`config.mk`:
```
export PLATFORM = sky130hd
export DESIGN_NAME = clip_rect_stack
export DESIGN_NICKNAME = d
export VERILOG_FILES = /design/src/hw/rtl/crs_pkg.sv /design/src/hw/rtl/clip_rect_stack.sv /design/src/hw/rtl/crs_cell.sv /design/src/hw/rtl/crs_isect.sv /design/src/hw/rtl/crs_check.sv
export SDC_FILE = /design/constraint.sdc
export NUM_CORES = 2
export LEC_CHECK = 0
export BUFFER_PORTS_ARGS = -buffer_cell sky130_fd_sc_hd__buf_4
export CORE_ASPECT_RATIO = 0.75
export CORE_MARGIN = 2
export CORE_UTILIZATION = 68
export DETAILED_ROUTE_END_ITERATION = 10
export HOLD_SLACK_MARGIN = 0.1
export PLACE_DENSITY = 0.86
export SLEW_MARGIN = 20
export SYNTH_ARGS = -nofsm -noshare
export SYNTH_HDL_FRONTEND = slang
export SYNTH_SLANG_ARGS = --single-unit
```
`constraint.sdc`:
```
create_clock -name clk -period 131 [get_ports clk]
set_input_delay 26.2 -clock clk [delete_from_list [all_inputs] [get_ports clk]]
set_output_delay 26.2 -clock clk [all_outputs]
set_load 0.02 [all_outputs]
```
`src/hw/rtl/crs_pkg.sv`:
```
// Shared types and constants for the clip rectangle stack.
// Holds the request codes, rectangle and entry structs, and cell shift control.
// No dependencies.
`timescale 1ns / 1ps
`default_nettype none

package crs_pkg;

	// Request codes carried in the slave-side tuser
	typedef enum logic [2:0] {
		REQ_PUSH     = 3'd0,
		REQ_PUSH_RND = 3'd1,
		REQ_POP      = 3'd2,
		REQ_CLEAR    = 3'd3,
		REQ_QUERY    = 3'd4
	} req_t;

	localparam int CntOutW = 5;

	// Clip reported while the stack is empty
	localparam logic [19:0] DefaultExtent = 20'd1000000;

	// Rectangle in integer pixels: x, y signed, w, h unsigned
	typedef struct packed {
		logic [20:0] x;
		logic [20:0] y;
		logic [19:0] w;
		logic [19:0] h;
	} rect_t;

	// One stack entry
	typedef struct packed {
		rect_t rect;
		logic  rounded;
	} entry_t;

	// Shift command broadcast to every cell
	typedef struct packed {
		logic push;
		logic pop;
	} shift_t;

	// Visibility results against the current clip
	typedef struct packed {
		rect_t       clip;
		logic [21:0] scissor_y;
		logic        is_clipped;
		logic        fully_visible;
	} check_t;

endpackage

`default_nettype wire

```
`src/hw/rtl/clip_rect_stack.sv`:
```
// Clip rectangle stack: a chain of cells with the top entry in cell 0.
// A request passes stage 1, stage 2 and the output register before its result beat is valid.
// Throughput: one request per cycle unless m_tready stalls; the top entry sits in a
// fixed cell, so intersection and visibility check each take one pipeline stage.
// Reset: asynchronous, clears depth, rounded count, viewport height and all valids;
// cell contents are left as they are until pushed.
`timescale 1ns / 1ps
`default_nettype none

module clip_rect_stack
	import crs_pkg::*;
#(
	parameter int STACK_DEPTH = 16
) (
	input  wire logic         clk,
	input  wire logic         arst_n,
	input  wire logic         cfg_wr_en,
	input  wire logic [15:0]  cfg_wr_data,  // viewport_height
	input  wire logic         s_tvalid,
	output logic              s_tready,
	input  wire logic [87:0]  s_tdata,      // rect_x, rect_y, rect_w, rect_h, zero pad
	input  wire logic [2:0]   s_tuser,      // req_type
	output logic              m_tvalid,
	input  wire logic         m_tready,
	// clip_x, clip_y, clip_w, clip_h, scissor_y, is_clipped, fully_visible,
	// depth, rounded_count, overflow, zero pad
	output logic [143:0]      m_tdata
);

	localparam int CntW = $clog2(STACK_DEPTH + 1);
	localparam logic [CntW-1:0] CntFull = CntW'(STACK_DEPTH);

	logic [15:0]     vh_q;
	logic [CntW-1:0] cnt_q, rnd_q;
	logic [CntW-1:0] cnt_nxt, rnd_nxt;

	logic            valid_s1;
	req_t            req_s1;
	rect_t           rect_s1;

	logic            valid_s2;
	rect_t           rect_s2;
	logic [CntW-1:0] cnt_s2, rnd_s2;
	logic            drop_s2;

	logic            out_valid_q;
	check_t          out_chk_q;
	logic [CntOutW-1:0] out_cnt_q, out_rnd_q;
	logic            out_drop_q;

	logic            out_free, s2_adv, s2_free, s1_adv;
	logic            do_push, do_pop, dropped;
	shift_t          shift;
	rect_t           new_rect;
	entry_t          new_entry;
	entry_t          cells [STACK_DEPTH];
	check_t          chk;
	logic [CntW+CntOutW-1:0] cnt_ext, rnd_ext;

	// Stage advance: each stage moves when the one after it has room
	assign out_free = !out_valid_q || m_tready;
	assign s2_adv   = valid_s2 && out_free;
	assign s2_free  = !valid_s2 || s2_adv;
	assign s1_adv   = valid_s1 && s2_free;
	assign s_tready = !valid_s1 || s1_adv;

	// Viewport height register
	always_ff @(posedge clk or negedge arst_n) begin
		if (!arst_n) begin
			vh_q <= '0;
		end else if (cfg_wr_en) begin
			vh_q <= cfg_wr_data;
		end
	end

	// Stage 1: hold the request
	always_ff @(posedge clk or negedge arst_n) begin
		if (!arst_n) begin
			valid_s1 <= 1'b0;
		end else if (s_tready) begin
			valid_s1 <= s_tvalid;
		end
	end

	always_ff @(posedge clk) begin
		if (s_tvalid && s_tready) begin
			req_s1    <= req_t'(s_tuser);
			rect_s1.x <= s_tdata[20:0];
			rect_s1.y <= s_tdata[41:21];
			rect_s1.w <= s_tdata[61:42];
			rect_s1.h <= s_tdata[81:62];
		end
	end

	// Work out the stack operation and the new counts
	always_comb begin
		do_push = 1'b0;
		do_pop  = 1'b0;
		dropped = 1'b0;
		cnt_nxt = cnt_q;
		rnd_nxt = rnd_q;
		unique case (req_s1)
			REQ_PUSH, REQ_PUSH_RND: begin
				if (cnt_q == CntFull) begin
					dropped = 1'b1;
				end else begin
					do_push = 1'b1;
					cnt_nxt = cnt_q + 1'b1;
					if (req_s1 == REQ_PUSH_RND) begin
						rnd_nxt = rnd_q + 1'b1;
					end
				end
			end
			REQ_POP: begin
				if (cnt_q != '0) begin
					do_pop  = 1'b1;
					cnt_nxt = cnt_q - 1'b1;
					if (cells[0].rounded && rnd_q != '0) begin
						rnd_nxt = rnd_q - 1'b1;
					end
				end
			end
			REQ_CLEAR: begin
				cnt_nxt = '0;
				rnd_nxt = '0;
			end
			default: begin
			end
		endcase
	end

	crs_isect u_isect (
		.top         (cells[0].rect),
		.stack_empty (cnt_q == '0),
		.rect        (rect_s1),
		.result      (new_rect)
	);

	assign new_entry.rect    = new_rect;
	assign new_entry.rounded = (req_s1 == REQ_PUSH_RND);
	assign shift.push        = s1_adv && do_push;
	assign shift.pop         = s1_adv && do_pop;

	// Chain of cells, top of stack in cell 0
	for (genvar i = 0; i < STACK_DEPTH; i++) begin : g_cell
		entry_t above, below;
		if (i == 0) begin : g_top
			assign above = new_entry;
		end else begin : g_mid
			assign above = cells[i-1];
		end
		if (i == STACK_DEPTH - 1) begin : g_last
			assign below = cells[i];
		end else begin : g_inner
			assign below = cells[i+1];
		end
		crs_cell u_cell (
			.clk        (clk),
			.shift      (shift),
			.from_above (above),
			.from_below (below),
			.entry      (cells[i])
		);
	end

	// Counters
	always_ff @(posedge clk or negedge arst_n) begin
		if (!arst_n) begin
			cnt_q <= '0;
			rnd_q <= '0;
		end else if (s1_adv) begin
			cnt_q <= cnt_nxt;
			rnd_q <= rnd_nxt;
		end
	end

	// Stage 2: carry the request past the stack update
	always_ff @(posedge clk or negedge arst_n) begin
		if (!arst_n) begin
			valid_s2 <= 1'b0;
		end else if (s2_free) begin
			valid_s2 <= s1_adv;
		end
	end

	always_ff @(posedge clk) begin
		if (s1_adv) begin
			rect_s2 <= rect_s1;
			cnt_s2  <= cnt_nxt;
			rnd_s2  <= rnd_nxt;
			drop_s2 <= dropped;
		end
	end

	crs_check u_check (
		.clip_top        (cells[0].rect),
		.stack_empty     (cnt_s2 == '0),
		.rect            (rect_s2),
		.viewport_height (vh_q),
		.result          (chk)
	);

	assign cnt_ext = {{CntOutW{1'b0}}, cnt_s2};
	assign rnd_ext = {{CntOutW{1'b0}}, rnd_s2};

	// Output register
	always_ff @(posedge clk or negedge arst_n) begin
		if (!arst_n) begin
			out_valid_q <= 1'b0;
		end else if (out_free) begin
			out_valid_q <= s2_adv;
		end
	end

	always_ff @(posedge clk) begin
		if (s2_adv) begin
			out_chk_q  <= chk;
			out_cnt_q  <= cnt_ext[CntOutW-1:0];
			out_rnd_q  <= rnd_ext[CntOutW-1:0];
			out_drop_q <= drop_s2;
		end
	end

	assign m_tvalid = out_valid_q;
	assign m_tdata  = {27'b0, out_drop_q, out_rnd_q, out_cnt_q,
		out_chk_q.fully_visible, out_chk_q.is_clipped, out_chk_q.scissor_y,
		out_chk_q.clip.h, out_chk_q.clip.w, out_chk_q.clip.y, out_chk_q.clip.x};

	// The stack never holds more than its depth
	a_cnt_bound: assert property (@(posedge clk) disable iff (!arst_n)
		cnt_q <= CntFull)
		else $error("entry count above stack depth");

	// Rounded entries are a subset of all entries
	a_rnd_bound: assert property (@(posedge clk) disable iff (!arst_n)
		rnd_q <= cnt_q)
		else $error("rounded count above entry count");

	// A dropped push only happens on a full stack
	a_drop_full: assert property (@(posedge clk) disable iff (!arst_n)
		valid_s2 && drop_s2 |-> cnt_s2 == CntFull)
		else $error("push dropped on a stack that was not full");

	// The stack moves only when a request leaves stage 1
	a_shift_adv: assert property (@(posedge clk) disable iff (!arst_n)
		shift.push || shift.pop |-> s1_adv && !(shift.push && shift.pop))
		else $error("cell shift without an advancing request");

endmodule

`default_nettype wire

```
`src/hw/rtl/crs_cell.sv`:
```
// One cell of the stack chain: holds one entry.
// Takes the entry above on a push, the entry below on a pop. Uses crs_pkg.
`timescale 1ns / 1ps
`default_nettype none

module crs_cell
	import crs_pkg::*;
(
	input  wire logic   clk,
	input  wire shift_t shift,
	input  wire entry_t from_above,
	input  wire entry_t from_below,
	output entry_t      entry
);

	entry_t entry_q;

	// Shift down on push, up on pop, otherwise hold
	always_ff @(posedge clk) begin
		if (shift.push) begin
			entry_q <= from_above;
		end else if (shift.pop) begin
			entry_q <= from_below;
		end
	end

	assign entry = entry_q;

endmodule

`default_nettype wire

```
`src/hw/rtl/crs_isect.sv`:
```
// Intersection of a pushed rectangle with the current top entry.
// Empty overlap gives the zero rectangle; an empty stack takes the rectangle itself.
// Uses crs_pkg.
`timescale 1ns / 1ps
`default_nettype none

module crs_isect
	import crs_pkg::*;
(
	input  wire rect_t  top,
	input  wire logic   stack_empty,
	input  wire rect_t  rect,
	output rect_t       result
);

	logic [20:0] x1, y1;
	logic [21:0] x1_e, y1_e;
	logic [21:0] tx2, ty2, rx2, ry2;
	logic [21:0] x2, y2;
	logic [21:0] w_d, h_d;

	// Near edges: larger origin wins
	always_comb begin
		x1 = ($signed(top.x) > $signed(rect.x)) ? top.x : rect.x;
		y1 = ($signed(top.y) > $signed(rect.y)) ? top.y : rect.y;
		x1_e = {x1[20], x1};
		y1_e = {y1[20], y1};
	end

	// Far edges: smaller end wins
	always_comb begin
		tx2 = {top.x[20], top.x} + {2'b00, top.w};
		ty2 = {top.y[20], top.y} + {2'b00, top.h};
		rx2 = {rect.x[20], rect.x} + {2'b00, rect.w};
		ry2 = {rect.y[20], rect.y} + {2'b00, rect.h};
		x2 = ($signed(tx2) < $signed(rx2)) ? tx2 : rx2;
		y2 = ($signed(ty2) < $signed(ry2)) ? ty2 : ry2;
	end

	// Form the stored rectangle
	always_comb begin
		w_d = x2 - x1_e;
		h_d = y2 - y1_e;
		if (stack_empty) begin
			result = rect;
		end else if ($signed(x2) <= $signed(x1_e) || $signed(y2) <= $signed(y1_e)) begin
			result = '0;
		end else begin
			result.x = x1;
			result.y = y1;
			result.w = w_d[19:0];
			result.h = h_d[19:0];
		end
	end

endmodule

`default_nettype wire

```
`src/hw/rtl/crs_check.sv`:
```
// Overlap and containment test of a request rectangle against the clip.
// Also flips the clip's bottom edge to a bottom-left-origin scissor Y. Uses crs_pkg.
`timescale 1ns / 1ps
`default_nettype none

module crs_check
	import crs_pkg::*;
(
	input  wire rect_t  clip_top,
	input  wire logic   stack_empty,
	input  wire rect_t  rect,
	input  wire logic [15:0] viewport_height,
	output check_t      result
);

	rect_t       clip;
	logic [21:0] cx, cy, cx2, cy2;
	logic [21:0] rx, ry, rx2, ry2;
	logic [22:0] sc_d;
	logic        overlap, contained;

	// Default clip when nothing is stacked
	always_comb begin
		if (stack_empty) begin
			clip.x = '0;
			clip.y = '0;
			clip.w = DefaultExtent;
			clip.h = DefaultExtent;
		end else begin
			clip = clip_top;
		end
	end

	// Edges in common width
	always_comb begin
		cx  = {clip.x[20], clip.x};
		cy  = {clip.y[20], clip.y};
		cx2 = cx + {2'b00, clip.w};
		cy2 = cy + {2'b00, clip.h};
		rx  = {rect.x[20], rect.x};
		ry  = {rect.y[20], rect.y};
		rx2 = rx + {2'b00, rect.w};
		ry2 = ry + {2'b00, rect.h};
	end

	// Strict overlap and full containment
	always_comb begin
		overlap = ($signed(rx) < $signed(cx2)) && ($signed(rx2) > $signed(cx)) &&
			($signed(ry) < $signed(cy2)) && ($signed(ry2) > $signed(cy));
		contained = ($signed(rx) >= $signed(cx)) && ($signed(ry) >= $signed(cy)) &&
			($signed(rx2) <= $signed(cx2)) && ($signed(ry2) <= $signed(cy2));
		sc_d = {7'b0, viewport_height} - {cy2[21], cy2};
	end

	always_comb begin
		result.clip          = clip;
		result.scissor_y     = sc_d[21:0];
		result.is_clipped    = stack_empty ? 1'b0 : !overlap;
		result.fully_visible = stack_empty ? 1'b1 : contained;
	end

endmodule

`default_nettype wire
```
==> results.md <==
* Outcome: complete, no violations
* Library cell occupying the most area in the post-synthesis netlist: edfxtp_1
* Min Tclk post-route at 52.99 ns
* Most used flip-flop cell after synthesis: edfxtp_1
* Most used standard cell by instance count after synthesis: nand2_1
* Number of detailed-routing iterations run before antenna repair at 6
* Setup Viol. Count Final at 0
* Clock tree from TritonCTS: yes
* Maximum number of pins on one net before global-route repair at 258
* Clk buf depth at 3
* Number of placed instances, taps included at 9734
* CP required at 104.80 ns
* Mux cell area share after synthesis at roughly 1.2%
* Synth top area cells: edfxtp_1 59%, nand2_1 17%, ha_1 7.2%
* Area overhead of the layout relative to synthesis at 9.57%
* Final HPWL DP at about 140000 um
* Number of hold-slack violations in the final timing report at 0
* Achievable clock frequency at between 15 and 20 MHz
* Number of rows in the core area at 111
* Post-synthesis simple-gate area fraction at between 20% and 30%
* CTS root buf: clkbuf_16
* Post-Synth Adder-Cell Area at approximately 7.5%
* Final max-slew violation count at 0
* Unrepaired setup endpoints after global routing: no
* Horizontal die dimension at slightly above 400 um
* Post-layout instance count excluding filler cells at roughly 10000
* Via count at 59932
* Syn Inst Count at just over 8000
* Die Ht at roughly 310 um
* Setup TNS at 0 ns
* CTS Buf Count at 151
* Total non-filler cell area in the finished layout at 0.0912 mm^2
* CTS H-tree depth at 4
* Share of the yosys chip area belonging to registers at around three fifths
* Footprint of the multi-input gates at ~0.032 mm^2
* Ports at between 200 and 300
* Initial Utilization at 68.3%
* Arrival time of the worst setup path at 26.79 ns
* Share of the synthesized area in the top cell type at just under 60%
* Post-synthesis compound-gate area fraction at approximately 7.0%
* Detailed-route wire length at slightly below 200000 um
* Worst-margin pin slew at roughly 1.1 ns
* Global-route wire length before repair at about 310000 um
* Hold buffer count at cts at 0
* Clock Skew at between 0.06 and 0.07 ns
* Post-CTS Repair Setup Buffers at 0
* Number of violations of the max-capacitance limit at 0
* Total of cells resized after clock tree synthesis at 0
* Xor/xnor cell area share of the yosys netlist at under 10%
* Type of origin of the critical path: input pin
* Largest family of logic cells by synthesized area: simple AND/OR/NAND/NOR gates
* Clock edge transition at the registers on the reported setup and hold paths at 0.06 ns
* WHS at roughly 0.42 ns
* Placer congestion estimate at between 0.9 and 1
* Count of unresolved DRC violations after routing at 0
* Yosys warnings at 0
* Type of the most critical hold path: flip-flop to flip-flop
* Final ANT Viol Nets at 0
* Placed inst area at between 0.08 and 0.09 mm^2
* Count of state elements after synthesis at ~1700
* Biggest fanout along the worst timing path at 3
* Average wire per cell in the routed design at slightly below 20 um
* Reg2Reg Setup Slack at between 100 and 150 ns
* Number of antenna violations at the first check in global routing at 7
* Summed instance area of the synthesized netlist at between 0.08 and 0.09 mm^2
* Number of port buffers at about 220
* Crit path capture type: primary output
* Pleak at 39.2 nW
* Fraction of registers with async set/reset at 1.76%
* Classification of the worst setup path: input pin to primary output
* Number of global-route vias before repair at around 55000
* CTS sink count at 1652
* PwrDens at between 15 and 20 mW/mm^2
* Number of flops mapped to enable cells by yosys at ~1600
* Worst-case headroom to the max-slew limit at 25.2%
* Initial DRC count at about 8400
* Count of different cell masters after synthesis at 89
* Global-route congestion overflow total at 0
* Sequential cell area at between 0.04 and 0.05 mm^2
* Top cells by count, synth: 3718 x nand2_1, 1623 x edfxtp_1, 476 x ha_1, 303 x clkbuf_1, 270 x a21oi_1
* Worst-Skew Late Latency at 0.83 ns
* Avg Inst Size Synth at 10.2 um^2
* Share of post-route cells with drive strength above 1 at roughly 6.7%
* Net count reported at finish at 8848
* Maximum vdd ir drop at 0.0000160 V
* Total routing usage reported by global routing at 31.3%
* Period utilisation layout at between 40% and 50%
* Number of filler cells placed in the layout at about 7600
* Placeable core area at ~0.12 mm^2
* DR vias/cell at approximately 6
* Die Area at about 0.13 mm^2
## worst paths after layout
path	from	end	cells after the start
worst max-delay path	m_tready	s_tready	4
worst min register to register	rnd_s2[1]	out_rnd_q[1]	0
worst min-delay path	rnd_s2[1]	out_rnd_q[1]	0
max in group asynchronous	arst_n	vh_q[7]	1
worst max register to register	rect_s1[62]	g_cell[0].u_cell.entry[70]	34
min in group asynchronous	arst_n	m_tvalid	1
## metrics by stage
step | setup WS (ns) | total power, mW | utilization, %
3_3_place_gp | 78.04 | 1.07 | 70.7
3_5_place_dp | 78.02 | 1.09 | 70.7
4_1_cts | 78.02 | 1.54 | 74.8
2_1_floorplan | 40.29 | 1.04 | -
6_report | 78.01 | 1.54 | 74.8
5_1_grt | 77.99 | 1.61 | 74.8
## layer usage
metal	vias up	track usage (%)	routed length, um
met4	0	6.42	3050
met5	-	0	0
met3	233	4.91	18700
met2	2806	44.1	84000
li1	28054	-	-
met1	28839	51.4	92500
## logic make-up (layout without fill, tap and decap cells)
logic type	count (synthesis)	count (layout)
AO/OA/AOI/OAI	913	913
adder cells (fa/ha/maj)	490	490
multiplexers	94	94
buffers and inverters	537	734
flip-flops	1652	1652
other	1	31
AND/OR/NAND/NOR	4262	4262
XOR/XNOR	196	196
## where the power goes
| part | total, mW | internal [mW] | switching [mW] | leakage [nW] |
|---|---|---|---|---|
| clock network | 0.454 | 0.253 | 0.201 | 2.44 |
| logic | 0.416 | 0.156 | 0.260 | 21.3 |
| registers | 0.674 | 0.643 | 0.0308 | 15.5 |
## critical path, cell delays in order
cell and delay (ns):
buf_4 0.11, nor2b_1 0.14, nand3_1 0.15, buf_4 0.19
## layout make-up
class                           instances  share of cell area (%)
Sequential cell                      1652                    54.3
Multi-Input combinational cell       5982                    34.8
Clock buffer                          182                    4.32
Timing Repair Buffer                  273                    2.33
Tap cell                             1638                    2.25
Clock inverter                         90                    1.22
Inverter                              189                   0.795
Antenna cell                            4                  0.0110
## sequential cells by signal (all words and copies together) (netlist names)
| name | cells |
|---|---|
| drop_s2 | 1 |
| rect_s1 | 82 |
| req_s1 | 3 |
| out_cnt_q | 5 |
| rnd_s2 | 5 |
| m_tdata | 106 |
| g_cell.u_cell.entry | 1328 |
| vh_q | 16 |
| cnt_s2 | 5 |
| out_rnd_q | 5 |
| rnd_q | 5 |
| cnt_q | 5 |
| out_drop_q | 1 |
| valid_s2 | 1 |
| m_tvalid | 1 |
| valid_s1 | 1 |
| rect_s2 | 82 |
## placed cells by master (no fill, tap or decap), drive strengths merged, types with 48 or more instances in the layout
cell	Yosys	final
a21o	142	142
a21oi	271	271
buf	45	273
clkbuf	303	182
clkinv	0	66
edfxtp	1623	1623
ha	476	476
inv	189	190
mux2i	62	62
nand2	3719	3719
nand2b	68	68
nand4	61	61
nor2	188	188
nor2b	49	49
nor3	48	48
o21ai	218	218
xnor2	119	119
xor2	77	77
Note: power is estimated with default switching activity, not from simulation.
